### src/rtl/cts_pkg.sv
// Shared types, constants and keyword tables for the calculator token scanner.
// Used by every module of the block; depends on nothing else.
`timescale 1ns / 1ps

package cts_pkg;

	// Identifier length limit and the width of the length counter
	localparam int MAX_LEN = 128;
	localparam int LEN_W = $clog2(MAX_LEN + 1);
	localparam logic [7:0] MAX_LEN_B = 8'(MAX_LEN % 256);

	// Result queue geometry
	localparam int Q_DEPTH = 4;
	localparam int QP_W = $clog2(Q_DEPTH);
	localparam int QC_W = $clog2(Q_DEPTH + 1);

	// Character codes
	localparam logic [7:0] CH_UNDER = 8'h5F;
	localparam logic [7:0] CH_EQUAL = 8'h3D;
	localparam logic [7:0] CH_COLON = 8'h3A;
	localparam logic [7:0] CH_LPAREN = 8'h28;
	localparam logic [7:0] CH_RPAREN = 8'h29;
	localparam logic [7:0] CH_PLUS = 8'h2B;
	localparam logic [7:0] CH_MINUS = 8'h2D;
	localparam logic [7:0] CH_STAR = 8'h2A;
	localparam logic [7:0] CH_SLASH = 8'h2F;
	localparam logic [7:0] CH_SPACE = 8'h20;
	localparam logic [7:0] CH_R = 8'h72;
	localparam logic [7:0] CH_W = 8'h77;

	typedef enum logic [3:0] {
		TK_READ      = 4'd0,
		TK_WRITE     = 4'd1,
		TK_ID        = 4'd2,
		TK_LITERAL   = 4'd3,
		TK_GETS      = 4'd4,
		TK_LPAREN    = 4'd5,
		TK_RPAREN    = 4'd6,
		TK_ADD       = 4'd7,
		TK_SUB       = 4'd8,
		TK_MUL       = 4'd9,
		TK_DIV       = 4'd10,
		TK_EOF       = 4'd11,
		TK_BAD_CHAR  = 4'd12,
		TK_BAD_COLON = 4'd13,
		TK_TOO_LONG  = 4'd14
	} token_kind_t;

	typedef enum logic [4:0] {
		MODE_IDLE   = 5'b00001,
		MODE_IDENT  = 5'b00010,
		MODE_NUMBER = 5'b00100,
		MODE_COLON  = 5'b01000,
		MODE_HALT   = 5'b10000
	} scan_mode_t;

	// Character class flags from the classifier
	typedef struct packed {
		logic        letter;
		logic        digit;
		logic        space;
		logic        under;
		logic        equal;
		logic        colon;
		logic        op_hit;
		token_kind_t op_kind;
	} char_class_t;

	// One result item
	typedef struct packed {
		token_kind_t kind;
		logic [7:0]  len;
		logic        last;
	} token_t;

	// Results caused by one character: count 0..2, first goes out first
	typedef struct packed {
		logic [1:0] count;
		token_t     first;
		token_t     second;
	} token_pair_t;

	// Letters of "read"
	function automatic logic [7:0] kw_read_char(input logic [1:0] idx);
		logic [7:0] c;
		unique case (idx)
			2'd0: c = 8'h72;
			2'd1: c = 8'h65;
			2'd2: c = 8'h61;
			default: c = 8'h64;
		endcase
		return c;
	endfunction

	// Letters of "write"; positions past the end are never compared
	function automatic logic [7:0] kw_write_char(input logic [2:0] idx);
		logic [7:0] c;
		unique case (idx)
			3'd1: c = 8'h72;
			3'd2: c = 8'h69;
			3'd3: c = 8'h74;
			3'd4: c = 8'h65;
			default: c = 8'h77;
		endcase
		return c;
	endfunction

endpackage

### src/rtl/cts_classify.sv
// Character classifier: letter, digit, whitespace and punctuation decode.
// Depends on cts_pkg.
`timescale 1ns / 1ps

module cts_classify (
	input  logic [7:0]          ch,
	output cts_pkg::char_class_t cls
);
	import cts_pkg::*;

	// Decode the byte into class flags
	always_comb begin
		cls.letter = ((ch >= 8'h61) && (ch <= 8'h7A)) || ((ch >= 8'h41) && (ch <= 8'h5A));
		cls.digit = (ch >= 8'h30) && (ch <= 8'h39);
		cls.space = (ch == CH_SPACE) || ((ch >= 8'h09) && (ch <= 8'h0D));
		cls.under = (ch == CH_UNDER);
		cls.equal = (ch == CH_EQUAL);
		cls.colon = (ch == CH_COLON);
		cls.op_hit = 1'b1;
		unique case (ch)
			CH_LPAREN: cls.op_kind = TK_LPAREN;
			CH_RPAREN: cls.op_kind = TK_RPAREN;
			CH_PLUS:   cls.op_kind = TK_ADD;
			CH_MINUS:  cls.op_kind = TK_SUB;
			CH_STAR:   cls.op_kind = TK_MUL;
			CH_SLASH:  cls.op_kind = TK_DIV;
			default: begin
				cls.op_hit = 1'b0;
				cls.op_kind = TK_BAD_CHAR;
			end
		endcase
	end

endmodule

### src/rtl/cts_step.sv
// Scanner state (mode, length, keyword prefix flags) and the per-character
// token decision. Depends on cts_pkg.
`timescale 1ns / 1ps

module cts_step (
	input  logic                 clk,
	input  logic                 arst_n,
	input  logic                 fire,
	input  logic [7:0]           ch,
	input  logic                 eoi,
	input  cts_pkg::char_class_t cls,
	output cts_pkg::token_pair_t res
);
	import cts_pkg::*;

	scan_mode_t       mode_q, mode_d;
	logic [LEN_W-1:0] len_q, len_d;
	logic             rd_q, rd_d, wr_q, wr_d;

	// Start-of-token decode
	logic             st_emit;
	token_kind_t      st_kind;
	logic [7:0]       st_len8;
	scan_mode_t       st_mode;
	logic [LEN_W-1:0] st_len;
	logic             st_rd, st_wr;

	logic             rd_upd, wr_upd, cont_id, cont_num;
	token_kind_t      id_kind;

	// Keyword prefix tracking for the next identifier character
	always_comb begin
		rd_upd = rd_q && (len_q < LEN_W'(4)) && (kw_read_char(len_q[1:0]) == ch);
		wr_upd = wr_q && (len_q < LEN_W'(5)) && (kw_write_char(len_q[2:0]) == ch);
		cont_id = !eoi && (cls.letter || cls.digit || cls.under);
		cont_num = !eoi && cls.digit;
		if (rd_q && (len_q == LEN_W'(4))) begin
			id_kind = TK_READ;
		end else if (wr_q && (len_q == LEN_W'(5))) begin
			id_kind = TK_WRITE;
		end else begin
			id_kind = TK_ID;
		end
	end

	// Scan the character as the first one of a new token
	always_comb begin
		st_emit = 1'b0;
		st_kind = TK_EOF;
		st_len8 = 8'd0;
		st_mode = MODE_IDLE;
		st_len = '0;
		st_rd = rd_q;
		st_wr = wr_q;
		if (eoi) begin
			st_emit = 1'b1;
			st_mode = MODE_HALT;
		end else if (cls.space) begin
			st_mode = MODE_IDLE;
		end else if (cls.letter) begin
			st_mode = MODE_IDENT;
			st_len = LEN_W'(1);
			st_rd = (ch == CH_R);
			st_wr = (ch == CH_W);
		end else if (cls.digit) begin
			st_mode = MODE_NUMBER;
			st_len = LEN_W'(1);
		end else if (cls.colon) begin
			st_mode = MODE_COLON;
			st_len = LEN_W'(1);
		end else if (cls.op_hit) begin
			st_emit = 1'b1;
			st_kind = cls.op_kind;
			st_len8 = 8'd1;
		end else begin
			st_emit = 1'b1;
			st_kind = TK_BAD_CHAR;
			st_len8 = 8'd1;
			st_mode = MODE_HALT;
		end
	end

	// Per-mode token decision
	always_comb begin
		mode_d = mode_q;
		len_d = len_q;
		rd_d = rd_q;
		wr_d = wr_q;
		res.count = 2'd0;
		res.first = '{kind: st_kind, len: st_len8, last: 1'b0};
		res.second = '{kind: st_kind, len: st_len8, last: 1'b0};
		unique case (mode_q)
			MODE_IDLE: begin
				res.count = {1'b0, st_emit};
				mode_d = st_mode;
				len_d = st_len;
				rd_d = st_rd;
				wr_d = st_wr;
			end
			MODE_IDENT: begin
				if (cont_id) begin
					if (len_q >= LEN_W'(MAX_LEN)) begin
						res.count = 2'd1;
						res.first.kind = TK_TOO_LONG;
						res.first.len = MAX_LEN_B;
						mode_d = MODE_HALT;
					end else begin
						rd_d = rd_upd;
						wr_d = wr_upd;
						len_d = len_q + LEN_W'(1);
					end
				end else begin
					res.count = st_emit ? 2'd2 : 2'd1;
					res.first.kind = id_kind;
					res.first.len = 8'(len_q);
					mode_d = st_mode;
					len_d = st_len;
					rd_d = st_rd;
					wr_d = st_wr;
				end
			end
			MODE_NUMBER: begin
				if (cont_num) begin
					if (len_q < LEN_W'(MAX_LEN)) begin
						len_d = len_q + LEN_W'(1);
					end
				end else begin
					res.count = st_emit ? 2'd2 : 2'd1;
					res.first.kind = TK_LITERAL;
					res.first.len = 8'(len_q);
					mode_d = st_mode;
					len_d = st_len;
					rd_d = st_rd;
					wr_d = st_wr;
				end
			end
			MODE_COLON: begin
				res.count = 2'd1;
				len_d = '0;
				if (!eoi && cls.equal) begin
					res.first.kind = TK_GETS;
					res.first.len = 8'd2;
					mode_d = MODE_IDLE;
				end else begin
					res.first.kind = TK_BAD_COLON;
					res.first.len = 8'd1;
					mode_d = MODE_HALT;
				end
			end
			MODE_HALT: begin
				mode_d = MODE_HALT;
			end
			default: begin
				mode_d = MODE_HALT;
			end
		endcase
		// Mark the final result of this character
		res.first.last = (res.count == 2'd1);
		res.second.last = 1'b1;
	end

	// Advance state on each consumed character
	always_ff @(posedge clk or negedge arst_n) begin
		if (!arst_n) begin
			mode_q <= MODE_IDLE;
			len_q <= '0;
			rd_q <= 1'b1;
			wr_q <= 1'b1;
		end else if (fire) begin
			mode_q <= mode_d;
			len_q <= len_d;
			rd_q <= rd_d;
			wr_q <= wr_d;
		end
	end

`ifndef ASSERT_OFF
	a_halt_sticky: assert property (@(posedge clk) disable iff (!arst_n)
		(mode_q == MODE_HALT) |=> (mode_q == MODE_HALT))
		else $error("scanner left the halted mode");
	a_len_bound: assert property (@(posedge clk) disable iff (!arst_n)
		len_q <= LEN_W'(MAX_LEN))
		else $error("token length counter above limit");
	a_idle_len_zero: assert property (@(posedge clk) disable iff (!arst_n)
		(mode_q == MODE_IDLE) |-> (len_q == '0))
		else $error("length counter not cleared in idle mode");
`endif

endmodule

### src/rtl/cts_outq.sv
// Result queue: takes up to two tokens per cycle, hands out one per cycle while out_ready is high.
// Depends on cts_pkg.
`timescale 1ns / 1ps

module cts_outq (
	input  logic                 clk,
	input  logic                 arst_n,
	input  logic                 push,
	input  cts_pkg::token_pair_t pair,
	output logic                 room2,
	output logic                 out_valid,
	input  logic                 out_ready,
	output cts_pkg::token_t      out_tok
);
	import cts_pkg::*;

	token_t          mem_q [Q_DEPTH];
	logic [QP_W-1:0] wr_ptr_q, rd_ptr_q;
	logic [QC_W-1:0] cnt_q;
	logic [1:0]      push_n;
	logic            pop;

	assign push_n = push ? pair.count : 2'd0;
	assign pop = out_valid && out_ready;
	assign out_valid = (cnt_q != '0);
	assign out_tok = mem_q[rd_ptr_q];
	assign room2 = (cnt_q <= QC_W'(Q_DEPTH - 2));

	// Store pushed tokens in order
	always_ff @(posedge clk) begin
		if (push_n != 2'd0) begin
			mem_q[wr_ptr_q] <= pair.first;
		end
		if (push_n == 2'd2) begin
			mem_q[wr_ptr_q + QP_W'(1)] <= pair.second;
		end
	end

	// Advance pointers and fill count
	always_ff @(posedge clk or negedge arst_n) begin
		if (!arst_n) begin
			wr_ptr_q <= '0;
			rd_ptr_q <= '0;
			cnt_q <= '0;
		end else begin
			wr_ptr_q <= wr_ptr_q + QP_W'(push_n);
			if (pop) begin
				rd_ptr_q <= rd_ptr_q + QP_W'(1);
			end
			cnt_q <= cnt_q + QC_W'(push_n) - QC_W'(pop);
		end
	end

`ifndef ASSERT_OFF
	a_no_overflow: assert property (@(posedge clk) disable iff (!arst_n)
		(push_n != 2'd0) |-> (cnt_q + QC_W'(push_n) <= QC_W'(Q_DEPTH) + QC_W'(pop)))
		else $error("result queue overflow");
	a_count_bound: assert property (@(posedge clk) disable iff (!arst_n)
		cnt_q <= QC_W'(Q_DEPTH))
		else $error("result queue count out of range");
`endif

endmodule

### src/rtl/calculator_token_scanner.sv
// Top level of the calculator token scanner: input register, classifier,
// scanner step and result queue. Depends on cts_pkg, cts_classify, cts_step, cts_outq.
`timescale 1ns / 1ps

// The scanner takes one character per cycle on the slave stream and
// emits tokens on the master stream, one per cycle while m_tready is
// high. A character passes an input register, then the scan logic and
// the result queue, before its tokens reach the master stream. Most
// characters give zero or one token; a character that closes an
// identifier or a number and is itself a one-character token (operator,
// parenthesis, bad character, end mark) gives two, and because the output
// side drains one token per cycle such characters cost the output side
// an extra token. Input is held off only while the four-entry result
// queue has fewer than two free entries. After the end token or any error
// token the scanner drops all further input until reset.
module calculator_token_scanner (
	input  logic       clk,
	input  logic       arst_n,
	input  logic       s_tvalid,
	output logic       s_tready,
	input  logic [7:0] s_tdata,   // [7:0] ch
	input  logic       s_tuser,   // [0] end_of_input
	output logic       m_tvalid,
	input  logic       m_tready,
	output logic [7:0] m_tdata,   // [7:0] token_length
	output logic [3:0] m_tuser,   // [3:0] token_kind
	output logic       m_tlast
);
	import cts_pkg::*;

	logic        valid_s1;
	logic [7:0]  ch_s1;
	logic        eoi_s1;
	logic        consume;
	logic        room2;
	char_class_t cls;
	token_pair_t pair;
	token_t      out_tok;

	assign consume = valid_s1 && room2;
	assign s_tready = !valid_s1 || consume;

	// Hold the accepted transaction until the scan logic takes it
	always_ff @(posedge clk or negedge arst_n) begin
		if (!arst_n) begin
			valid_s1 <= 1'b0;
		end else if (s_tready) begin
			valid_s1 <= s_tvalid;
		end
	end

	always_ff @(posedge clk) begin
		if (s_tvalid && s_tready) begin
			ch_s1 <= s_tdata;
			eoi_s1 <= s_tuser;
		end
	end

	cts_classify u_classify (
		.ch  (ch_s1),
		.cls (cls)
	);

	cts_step u_step (
		.clk    (clk),
		.arst_n (arst_n),
		.fire   (consume),
		.ch     (ch_s1),
		.eoi    (eoi_s1),
		.cls    (cls),
		.res    (pair)
	);

	cts_outq u_outq (
		.clk       (clk),
		.arst_n    (arst_n),
		.push      (consume),
		.pair      (pair),
		.room2     (room2),
		.out_valid (m_tvalid),
		.out_ready (m_tready),
		.out_tok   (out_tok)
	);

	// Drive the result transaction
	assign m_tdata = out_tok.len;
	assign m_tuser = out_tok.kind;
	assign m_tlast = out_tok.last;

endmodule
### config.mk
export PLATFORM = sky130hd
export DESIGN_NAME = calculator_token_scanner
export DESIGN_NICKNAME = d
export VERILOG_FILES = /design/src/rtl/cts_pkg.sv /design/src/rtl/cts_classify.sv /design/src/rtl/cts_step.sv /design/src/rtl/cts_outq.sv /design/src/rtl/calculator_token_scanner.sv
export SDC_FILE = /design/constraint.sdc
export NUM_CORES = 1
export LEC_CHECK = 0
export BUFFER_PORTS_ARGS = -buffer_cell sky130_fd_sc_hd__buf_2
export CAP_MARGIN = 15
export CORE_ASPECT_RATIO = 1.2
export CORE_MARGIN = 10
export CORE_UTILIZATION = 45
export DETAILED_ROUTE_END_ITERATION = 12
export GPL_TIMING_DRIVEN = 0
export SLEW_MARGIN = 20
export SYNTH_ARGS = -nofsm -noshare
export SYNTH_HDL_FRONTEND = slang
export SYNTH_SLANG_ARGS = --single-unit
### constraint.sdc
create_clock -name clk -period 3.2 [get_ports clk]
set_input_delay 0.48 -clock clk [delete_from_list [all_inputs] [get_ports clk]]
set_output_delay 0.48 -clock clk [all_outputs]
set_load 0.1 [all_outputs]
Word level (Yosys, flattened, before mapping)

Memories as Yosys holds them, arrays and structs flattened.
Index checks and enable logic that the tools add are counted.

Muxes and demuxes: 69
Add/sub/neg operators: 6
Reductions and logical operators: 32
Eq/ne operators: 32
Order comparisons: 13

Operator list:

| operator            | count |
|---|---|
| $mux 8              | 12 |
| $eq 8x6->1 const B  | 9 |
| $mux 5              | 10 |
| $pmux 5 s4          | 2 |
| $pmux 12 s3         | 1 |
| $pmux 8 s4          | 1 |
| $mux 14             | 2 |
| $mux 4              | 7 |
| $eq 8x7->1 const B  | 3 |
| $mux 1              | 24 |
| $pmux 4 s6          | 1 |
| $eq 7x8->1          | 2 |
| $eq 8x3->1 const B  | 2 |
| $ge 8x7->1 const B  | 2 |
| $le 8x7->1 const B  | 2 |
| $logic_and 1x1->1   | 16 |
| $lt 8x3->1 const B  | 2 |
| $pmux 5 s3          | 1 |
| $mux 13             | 1 |
| $mux 12             | 1 |
| $ne 3x3->1 const B  | 3 |
| $add 8x1->8 const B | 1 |
| $ge 8x4->1 const B  | 1 |
| $ge 8x6->1 const B  | 1 |
| other kinds (31)    | 45 |

Memory bits (writable): 52
Memories: 1
Register bits: 32

Memories:

| name         | depth | width | rd ports | clocked after Yosys merged registers in | wr ports | RTL line       | RTL |
|---|---|---|---|---|---|---|---|
| u_outq.mem_q | 4     | 13    | 1        | 0                                       | 2        | cts_outq.sv:17 | `token_t mem_q [Q_DEPTH];` |

Logic depth before layout (Yosys ltp)

Gate-level depths: netlist (run 1).

Depth in word-level cells: 16
Depth in mapped cells: 15
Gate-level depth less buffers: 12

Hierarchy

From an unflattened synthesis (run 1), not the netlist that was laid out.

Cells, all modules: 454
Area total of the unflattened synthesis: 5,288.8 µm²

Modules (own cells, without submodules):

| module                   | times used | seq. area each (µm²) | cells each | area each (µm²) |
|---|---|---|---|---|
| cts_outq                 | 1          | 1,736.7              | 173        | 3,009.1 |
| cts_step                 | 1          | 379.1                | 231        | 1,747.9 |
| calculator_token_scanner | 1          | 295.3                | 14         | 330.3 |
| cts_classify             | 1          | 0.0                  | 36         | 201.4 |

Worst setup path before layout (run 1)

No wires, ideal clock.

Path type: reg2reg
From: register u_step.mode_q[2]
To: register u_outq.cnt_q[2]
Setup time: 0.123 ns
Stages on the path, launching flop included: 13
Setup slack: 0.038 ns
Data arrival time: 3.039 ns
Required time: 3.077 ns
Path through: dfrtp_1 buf_2 or3b_1 or3_1 clkbuf_1 a211oi_2 nor2_2 buf_2 nand3_1 ha_1 fa_1 xor2_1 xnor2_1

Word-level cells in the longest chain between the ends: 5
Elaborated cells on any way between the ends: 8

RTL lines:

| what                                     | RTL line        | RTL |
|---|---|---|
| from (decl)                              | cts_step.sv:16  | `scan_mode_t mode_q, mode_d;` |
| from (signal assigned)                   | cts_step.sv:170 | `mode_q <= mode_d;` |
| $eq 5x4->1, or another cell as far along | cts_step.sv:92  | `unique case (mode_q)` |
| $pmux 2 s4 (*)                           | cts_step.sv:92  |  |
| $mux 2 (*)                               | cts_outq.sv:23  | `assign push_n = push ? pair.count : 2'd0;` |
| $add 3x2->3 (*)                          | cts_outq.sv:50  | `cnt_q <= cnt_q + QC_W'(push_n) - QC_W'(pop);` |
| $sub 3x1->3 (*)                          | cts_outq.sv:50  |  |
| to (signal assigned)                     | cts_outq.sv:50  |  |
| to (decl)                                | cts_outq.sv:19  | `logic [QC_W-1:0] cnt_q;` |

Every way passes the cells marked *; elsewhere a longest branch is shown, timed or not.
A chain may end at the register's enable or synchronous reset.

Worst setup path in the final report (run 1)

Same ends and word-level chain as after synthesis.

==> impl_results.md, run 1 <==
* Register area share after synthesis at 0.4363
* Synth area leaders: edfxtp_1 18%, dfxtp_1 13%, dfrtp_1 10%
* CP Cell Sequence: buf_2 > or3b_4 > nor3_4 > nand2_1 > a211oi_4 > a211oi_4 > o21a_1 > nor2_2 > ha_1 > inv_1 > fa_1 > xor2_1 > xnor2_1
* Worst-margin pin slew at around 0.7 ns
* Signal arrival time at the worst endpoint at 3.37 ns
* Share of cells above drive strength 1 at 0.2313
* Number of global-route vias before repair at roughly 4,000
* Comb power frac at 0.288
* Slowest stage delay, CP at about 0.44 ns
* Worst path depth at 13
* Max-cap violations at 0
* Max Clk Rate at 318.1 MHz
* CP dominant cell by count: a211oi_4
* #FFs+latches synth at 84
* Setup violators final at 0
* Routability congestion estimate at 0.8937
* Nets at 554
* Post-synth top area share at 0.1817
* Port bufs at 27
* Leak at 2.247 nW
* Die X at 114.2 µm
* Minimum clock period at 3.144 ns
* Global route overflow at 0
* Syn Nets at 499
* Clk root buf: clkbuf_16
* Die Y at ~130 µm
* CTS Buffer Depth at 2
* Slew headroom at 0.5198
* # IOs at 28
* Initial core utilization at 0.4579
* Die area at 0.01519 mm²
* Mapped Cells at 476
* Power Total at 3.175 mW
* Largest area contributor in the synthesized netlist: edfxtp_1
* Max H-tree Level at 3
* Initial antenna violation count at 0
* Sink Count at 84
* Number of synthesized flops with an enable pin at 29
* Distinct cells, synth at 73
* Post-CTS Hold Fix Bufs at 0
* First-pass iteration count of the detailed router at 5
* Worst hold path type: in2async
* First-pass GRT wire length at between 20 and 25 mm
* RR Endpoint: u_outq.cnt_q[2]$_DFF_PN0_
* DRC viols at 0
* Final Slew Violations at 0
* Switching Share at 0.3508
* GRT Total Usage at 0.1688
* Skew final at 0.01131 ns
* Num rows at 41
* Register-to-Register Path Depth at 13
* Post-Place Cells at approximately 630
* P per Cell Area at 560.8 mW/mm²
* Dpl hpwl at approximately 9.3 mm
* Mean Syn Cell Area at 10.07 µm²
* CTS tree: done
* Clk pin slew, worst setup/hold paths at 0.07 ns
* Cts bufs inserted at 9
* Slowest cell on crit path: or3b_4
* Total wire length at 12.71 mm
* Startpoint Class: flop
* Layout Utilization at 0.5409
* Internal power at 2.061 mW
* Starting DRT DRC Count at 300
* Worst setup EP type: flop
* Antenna cells at 0
* Total net switching power at 1.114 mW
* Synthesized cell area at 0.004792 mm²
* Peak VDD IR at 271.5 µV
* Delay-heaviest family, CP: simple AND/OR/NAND/NOR gates
* Final Cycle Share at 0.9825
* Async set-reset flop share out of synthesis at 0.2738
* Clk_lat worst skew at 0.34 ns
* Avg Vias per Cell at 5.950
* Buf+Inv Stages, Crit Path at 2
* Clock power share at 0.318
* Top_reg_cell synth: dfxtp_1
* Critical path class: reg2reg
* Largest net degree at the start of global routing at 24
* Fillers at 950
* Flop pwr share at 0.394
* Via count at 3,957
* Core Region at approximately 0.010 mm²
* Register-to-Register Setup Slack at 0.06 ns
* RSZ-0062 raised after global routing: yes
* Area Growth Syn to Fin at 18.12%
* CP required at approximately 3.4 ns
* Status: completed
* Post-route ant nets at 0
* Worst r2r src: u_step.mode_q[2]$_DFFE_PN0P_
* Max FO, Critical Path at 10
* Routed length per instance at 19.11 µm
* Ys Warns at 0
* Final hold vios at 0
* Fin cells at 665
-- placed cells by master, fill, tap and decap left out, types with 4 or more instances in the layout --
cell type   n
a21o_1      7
a21oi_1    25
a2bb2oi_1   4
and3_1      5
buf_2      36
buf_4      19
buf_6       6
clkbuf_1    8
clkbuf_16  10
dfrtp_1    20
dfxtp_1    32
edfxtp_1   29
ha_1        9
inv_1      20
mux2i_1    22
mux4_2     13
nand2_1    57
nand2b_1    9
nand3_1     9
nand3b_1    4
nand4_1     6
nor2_1     17
nor3_1     18
o21ai_0    14
o22ai_1    26
xnor2_1     6
xor2_1      8
-- power groups by stage --
stage | clock network [mW] | registers [mW] | logic (mW)
5_1_grt | 1.08 | 1.26 | 0.986
6_report | 1.01 | 1.25 | 0.915
2_1_floorplan | 0 | 1.25 | 0.705
3_5_place_dp | 0 | 1.26 | 0.883
3_3_place_gp | 0 | 1.26 | 0.867
4_1_cts | 1.03 | 1.25 | 0.904
-- stage by stage --
step	cell area [µm²]	hold slack [ns]	setup TNS [ns]	setup slack, ns
3_5_place_dp	5096	0.4524	-1.557	-0.4861
2_1_floorplan	4792	0.1844	0	0.03772
4_1_cts	5458	0.1641	-0.06729	-0.06729
3_3_place_gp	5089	0.4370	-1.270	-0.4089
6_report	5660	0.1439	0	0.05604
5_1_grt	5660	0.1749	-0.09209	-0.08633
-- repair_timing --
action	4_1_cts	5_1_grt
gates resized for setup	18	14
setup buffers	1	18
pin swaps	1	7
setup endpoints to repair	14	21
-- worst max-delay path by stage --
stage / start / endpoint / slack, ns
after floorplan: u_step.mode_q[2]$_DFFE_PN0P_ / u_outq.cnt_q[2]$_DFF_PN0_ / 0.04
after global placement: ch_s1[3]$_DFFE_PP_ / u_outq.cnt_q[2]$_DFF_PN0_ / -0.41
after detailed placement: ch_s1[3]$_DFFE_PP_ / u_outq.cnt_q[2]$_DFF_PN0_ / -0.49
after CTS: u_step.mode_q[2]$_DFFE_PN0P_ / u_outq.cnt_q[2]$_DFF_PN0_ / -0.07
after global routing: u_step.mode_q[2]$_DFFE_PN0P_ / u_outq.cnt_q[2]$_DFF_PN0_ / -0.09
final: u_step.mode_q[2]$_DFFE_PN0P_ / u_outq.cnt_q[2]$_DFF_PN0_ / 0.06
-- flip-flops by register name (all words and copies together), names as in the netlist --
register	flops
u_outq.wr_ptr_q	2
u_outq.cnt_q	3
u_step.rd_q	1
u_step.wr_q	1
ch_s1	8
u_outq.rd_ptr_q	2
u_step.mode_q	5
u_step.len_q	8
valid_s1	1
eoi_s1	1
u_outq.mem_q	52
-- worst reg2reg max path: stages (launching register included) --
cell and delay, ns:
dfrtp_1 0.36, buf_2 0.19, or3b_4 0.44, nor3_4 0.35
nand2_1 0.15, a211oi_4 0.31, a211oi_4 0.07, o21a_1 0.16
nor2_2 0.14, ha_1 0.17, inv_1 0.05, fa_1 0.37
xor2_1 0.17, xnor2_1 0.13
-- routing by layer --
metal  share of wire  vias up  global-route usage
met5               0        -                   0
met3           0.041       27             0.03799
met1            0.42     1920              0.1976
met4           0.023        0             0.07043
met2            0.51      112              0.2874
li1                -     1898                   -
-- logic make-up after synthesis --
group | count (synthesis) | share of synthesized area
and+or+nand+nor | 157 | 0.1653
buffers and inverters | 49 | 0.04856
xor gates and xnor gates | 14 | 0.02559
AOI/OAI and AO/OA | 126 | 0.1872
adders and majority gates | 10 | 0.02768
muxes | 36 | 0.1094
DFF | 84 | 0.4363
-- Yosys cell counts, types with 7 or more instances --
cell	n
o22ai_1	26
buf_2	9
dfxtp_1	32
o21ai_0	14
nand2b_1	9
mux4_2	13
clkbuf_1	13
a21oi_1	27
inv_1	20
ha_1	9
mux2i_1	22
xor2_1	8
edfxtp_1	29
nand3_1	9
nor2_1	19
nor3_1	19
a21o_1	7
nand2_1	58
dfrtp_1	20
-- cell type report --
type                    count  area [µm²]  share of cell area
plain buffers              27       168.9             0.02984
repair buffers             46       277.8             0.04907
clock buffers              11       254.0             0.04487
inverters                  20       75.07             0.01326
well taps                 129       161.4             0.02851
multi-input cells         343        2599              0.4591
clock inverters             5       33.78            0.005968
flip-flops and latches     84        2091              0.3694
(Power assumes the default switching activity.)
==> run 2: changes to the inputs <==
--- a/config.mk
+++ b/config.mk
@@ -5,6 +5,7 @@
 export SDC_FILE = /design/constraint.sdc
 export NUM_CORES = 1
 export LEC_CHECK = 0
+export ABC_AREA = 1
 export BUFFER_PORTS_ARGS = -buffer_cell sky130_fd_sc_hd__buf_2
 export CAP_MARGIN = 15
 export CORE_ASPECT_RATIO = 1.2
==> run 2 against run 1 <==
Net effect: final cell count up 26%; combinational power is 110% higher; global-route usage is 1.6 points higher; sequential share of layout area is 0.49 points higher; cell area fell by 1.3%; synthesized area up 4.4%; routed wire length grew 9.5%; clock power is essentially flat; utilization fell by 3.0 points.
==> impl_results.md, run 2 <==
* Status: completed (unchanged)
* Synthesized cell area at 0.005001 mm² (was 0.004792 mm²)
* Slew headroom at 0.3848 (was 0.5198)
* Largest family of logic cells by synthesized area: simple AND/OR/NAND/NOR gates (was compound AO/OA/AOI/OAI gates)
* Top_reg_cell synth: dfxtp_1 (unchanged)
* Worst r2r src: u_step.mode_q[2]$_DFFE_PN0P_ (unchanged)
* Worst setup EP type: output port (was flop)
* Startpoint Class: flop (unchanged)
* Number of global-route vias before repair at 4,665 (was 3,984)
* Post-Synth Simple-Gate Area at 0.3120 (was 0.1653)
* Post-route design area at 0.005587 mm² (was 0.005660 mm²)
* Commonest cells post-synth: 113 x nand2_1, 104 x nor2_1, 79 x nand3_1 (was 58 x nand2_1, 32 x dfxtp_1, 29 x edfxtp_1)
* Max-cap violations at 0 (unchanged)
* Total net switching power at 2.065 mW (was 1.114 mW)
* Mapped Cells at 666 (was 476)
* Cts bufs inserted at 9 (unchanged)
* Clk root buf: clkbuf_16 (unchanged)
* Slowest cell on crit path: clkbuf_1 (was or3b_4)
* Fin cells at 841 (was 665)
* Most Crowded Layer GR: met2 (unchanged)
* CP dominant cell by count: clkbuf_1 (was a211oi_4)
* #FFs+latches synth at 84 (unchanged)
* Postcts setup bufs at 0 (was 1)
* First-pass GRT wire length at 22.89 mm (was 20.65 mm)
* Setup ws final at 0.2083 ns (was 0.05604 ns)
* Via count at 4,615 (was 3,957)
* Most common cell in the netlist: nand2_1 (unchanged)
* Port bufs at 27 (unchanged)
* GRT Total Usage at 0.1851 (was 0.1688)
* DRC viols at 0 (unchanged)
* CTS tree: done (unchanged)
* Met3 usage at 0.03147 (was 0.03799)
* Largest Register: u_outq.mem_q (unchanged)
* Skew final at 0.005519 ns (was 0.01131 ns)
* CP required at 2.72 ns (was 3.42 ns)
* Commonest non-fill, non-tap cell in the layout: nand2_1 (unchanged)
* Die X at 116.2 µm (was 114.2 µm)
* Post-Place Cells at 825 (was 632)
* Post-synth top area share at 0.1741 (was 0.1817)
* Share of cells above drive strength 1 at 0.1354 (was 0.2313)
* Final hold slack at 0.1288 ns (was 0.1439 ns)
* Peak VDD IR at 501.5 µV (was 271.5 µV)
* Placed cell areas at 0.005301 mm² (was 0.005096 mm²)
* Global route overflow at 0 (unchanged)
* Clk pin slew, worst setup/hold paths at 0.06 ns (was 0.07 ns)
* Max H-tree Level at 3 (unchanged)
* Async set-reset flop share out of synthesis at 0.2738 (unchanged)
* # resized after CTS at 0 (was 18)
* First-pass iteration count of the detailed router at 6 (was 5)
* Die Y at 135.5 µm (was 133.0 µm)
* Num rows at 42 (was 41)
* Register-to-Register Setup Slack at 0.28 ns (was 0.06 ns)
* Largest area contributor in the synthesized netlist: edfxtp_1 (unchanged)
* Delay-heaviest family, CP: buffers and inverters (was simple AND/OR/NAND/NOR gates)
* Register-to-Register Path Depth at 14 (was 13)
* Worst hold path type: in2async (unchanged)
* Starting DRT DRC Count at 395 (was 300)
* Setup violators final at 0 (unchanged)
* Signal arrival time at the worst endpoint at 2.51 ns (was 3.37 ns)
* Nets at 727 (was 554)
* Number of synthesized flops with an enable pin at 29 (unchanged)
* Sink Count at 84 (unchanged)
* Final Slew Violations at 0 (unchanged)
* Post-route ant nets at 0 (unchanged)
* Final Cycle Share at 0.9349 (was 0.9825)
* Adder-Cell Fraction of Synth Area at 0.02652 (was 0.02768)
* Layout Utilization at 0.5111 (was 0.5409)
* Distinct cells, synth at 45 (was 73)
* Max FO, Critical Path at 10 (unchanged)
* Internal power at 2.128 mW (was 2.061 mW)
* Ys Warns at 0 (unchanged)
* Switching Share at 0.4925 (was 0.3508)
* Area Growth Syn to Fin at 11.71% (was 18.12%)
* Initial core utilization at 0.4575 (was 0.4579)
* Largest register FFs at 52 (unchanged)
* Worst slack at placement at 0.3028 ns (was -0.4861 ns)
* Critical path class: reg2out (was reg2reg)
* Power Total at 4.193 mW (was 3.175 mW)
* Antenna cells at 0 (unchanged)
* Setup TNS at 0 ns (unchanged)
* Comb power frac at 0.462 (was 0.288)
* Final hold vios at 0 (unchanged)
* Largest net degree at the start of global routing at 24 (unchanged)
* Initial antenna violation count at 0 (unchanged)
* # IOs at 28 (unchanged)
* Worst-margin pin slew at 0.9229 ns (was 0.7202 ns)
* Clock power share at 0.246 (was 0.318)
* Routability congestion estimate at 0.9327 (was 0.8937)
* Leak at 2.550 nW (was 2.247 nW)
* P per Cell Area at 750.6 mW/mm² (was 560.8 mW/mm²)
* Core Region at 0.01093 mm² (was 0.01047 mm²)
* Post-Synth XOR/XNOR Area at 0.02277 (was 0.02559)
* Minimum clock period at 2.992 ns (was 3.144 ns)
* Mean Syn Cell Area at 7.509 µm² (was 10.07 µm²)
* RR Endpoint: u_outq.cnt_q[2]$_DFF_PN0_ (unchanged)
* M1 GR Usage at 0.2180 (was 0.1976)
* Met2 usage at 0.3154 (was 0.2874)
* Top flop regs: u_outq.mem_q: 52 flops, ch_s1: 8 flops, u_step.len_q: 8 flops (unchanged)
* Die area at 0.01575 mm² (was 0.01519 mm²)
* RSZ-0062 raised after global routing: no (was yes)
* Register area share after synthesis at 0.4181 (was 0.4363)
* Mux contribution to synthesized area at 0 (was 0.1094)
* Max Clk Rate at 334.3 MHz (was 318.1 MHz)
* Slowest stage delay, CP at 0.46 ns (was 0.44 ns)
* Compound-gate portion of the synthesized area at 0.1361 (was 0.1872)
* Clk_lat worst skew at 0.35 ns (was 0.34 ns)
* Post-CTS Hold Fix Bufs at 0 (unchanged)
* Routed length per instance at 16.55 µm (was 19.11 µm)
* Synth area leaders: edfxtp_1 17%, dfxtp_1 13%, dfrtp_1 10% (was edfxtp_1 18%, dfxtp_1 13%, dfrtp_1 10%)
* Syn Nets at 689 (was 499)
* Flop pwr share at 0.293 (was 0.394)
* Dpl hpwl at 10.49 mm (was 9.346 mm)
* Total wire length at 13.92 mm (was 12.71 mm)
* Buf+Inv Stages, Crit Path at 4 (was 2)
* Avg Vias per Cell at 5.488 (was 5.950)
* CP Cell Sequence: clkbuf_1 > inv_1 > clkbuf_1 > o21ai_0 > o22ai_1 > buf_2 (was buf_2 > or3b_4 > nor3_4 > nand2_1 > a211oi_4 > a211oi_4 > o21a_1 > nor2_2 > ha_1 > inv_1 > fa_1 > xor2_1 > xnor2_1)
* Commonest non-fill, non-tap cells in the layout: 113 x nand2_1, 104 x nor2_1, 79 x nand3_1 (was 57 x nand2_1, 36 x buf_2, 32 x dfxtp_1)
* CTS Buffer Depth at 2 (unchanged)
==> run 2: layout make-up <==
type,count,area (µm²)
buffer,26,148.9
clock buffer,11,232.7
clock inverter,5,52.55
fill,1107,5344
inverter,73,274.0
multi-input combinational,483,2487
sequential,84,2091
tap,132,165.2
timing repair buffer,27,135.1
==> run 2: worst max-delay path by stage <==
stage                                              start                   endpoint  slack, ns  cells past startpoint
after CTS                 u_outq.rd_ptr_q[0]$_DFFE_PN0P_                 m_tdata[3]       0.18                      6
after global placement      u_step.mode_q[2]$_DFFE_PN0P_  u_outq.cnt_q[2]$_DFF_PN0_       0.34                     14
final                     u_outq.rd_ptr_q[0]$_DFFE_PN0P_                 m_tdata[3]       0.21                      6
after global routing      u_outq.rd_ptr_q[0]$_DFFE_PN0P_                 m_tuser[1]       0.06                      6
after floorplan           u_outq.rd_ptr_q[0]$_DFFE_PN0P_                 m_tdata[3]       0.23                      5
after detailed placement    u_step.mode_q[2]$_DFFE_PN0P_  u_outq.cnt_q[2]$_DFF_PN0_       0.30                     14
==> run 2: power by group through the flow <==
stage	Clock, mW	Sequential (mW)	Combinational [mW]
6_report	1.03	1.23	1.94
2_1_floorplan	0	1.24	1.56
3_3_place_gp	0	1.25	1.93
4_1_cts	1.04	1.23	1.94
3_5_place_dp	0	1.25	1.94
5_1_grt	1.08	1.24	2.07
==> run 2: layer usage <==
metal,share of wire,wire length (µm)
met3,0.058,811
met5,0,0
met4,0.028,390
met1,0.42,5872
met2,0.49,6841
==> run 2: cell families (layout without fill, tap and decap cells) <==
| family | count (synthesis) | after routing |
|---|---|---|
| flops | 84 | 84 |
| simple gates | 341 | 341 |
| buf+inv | 99 | 142 |
| compound gates | 119 | 119 |
| xor+xnor | 13 | 13 |
| fa+ha+maj | 10 | 10 |
==> run 2: worst reg2reg max path, delay by kind of cell, from the launching register on <==
family,cells,cell delay (ns)
XOR/XNOR,2,0.37
adder cells (fa/ha/maj),2,0.77
buffers and inverters,1,0.13
flip-flops,1,0.42
AND/OR/NAND/NOR,9,1.17
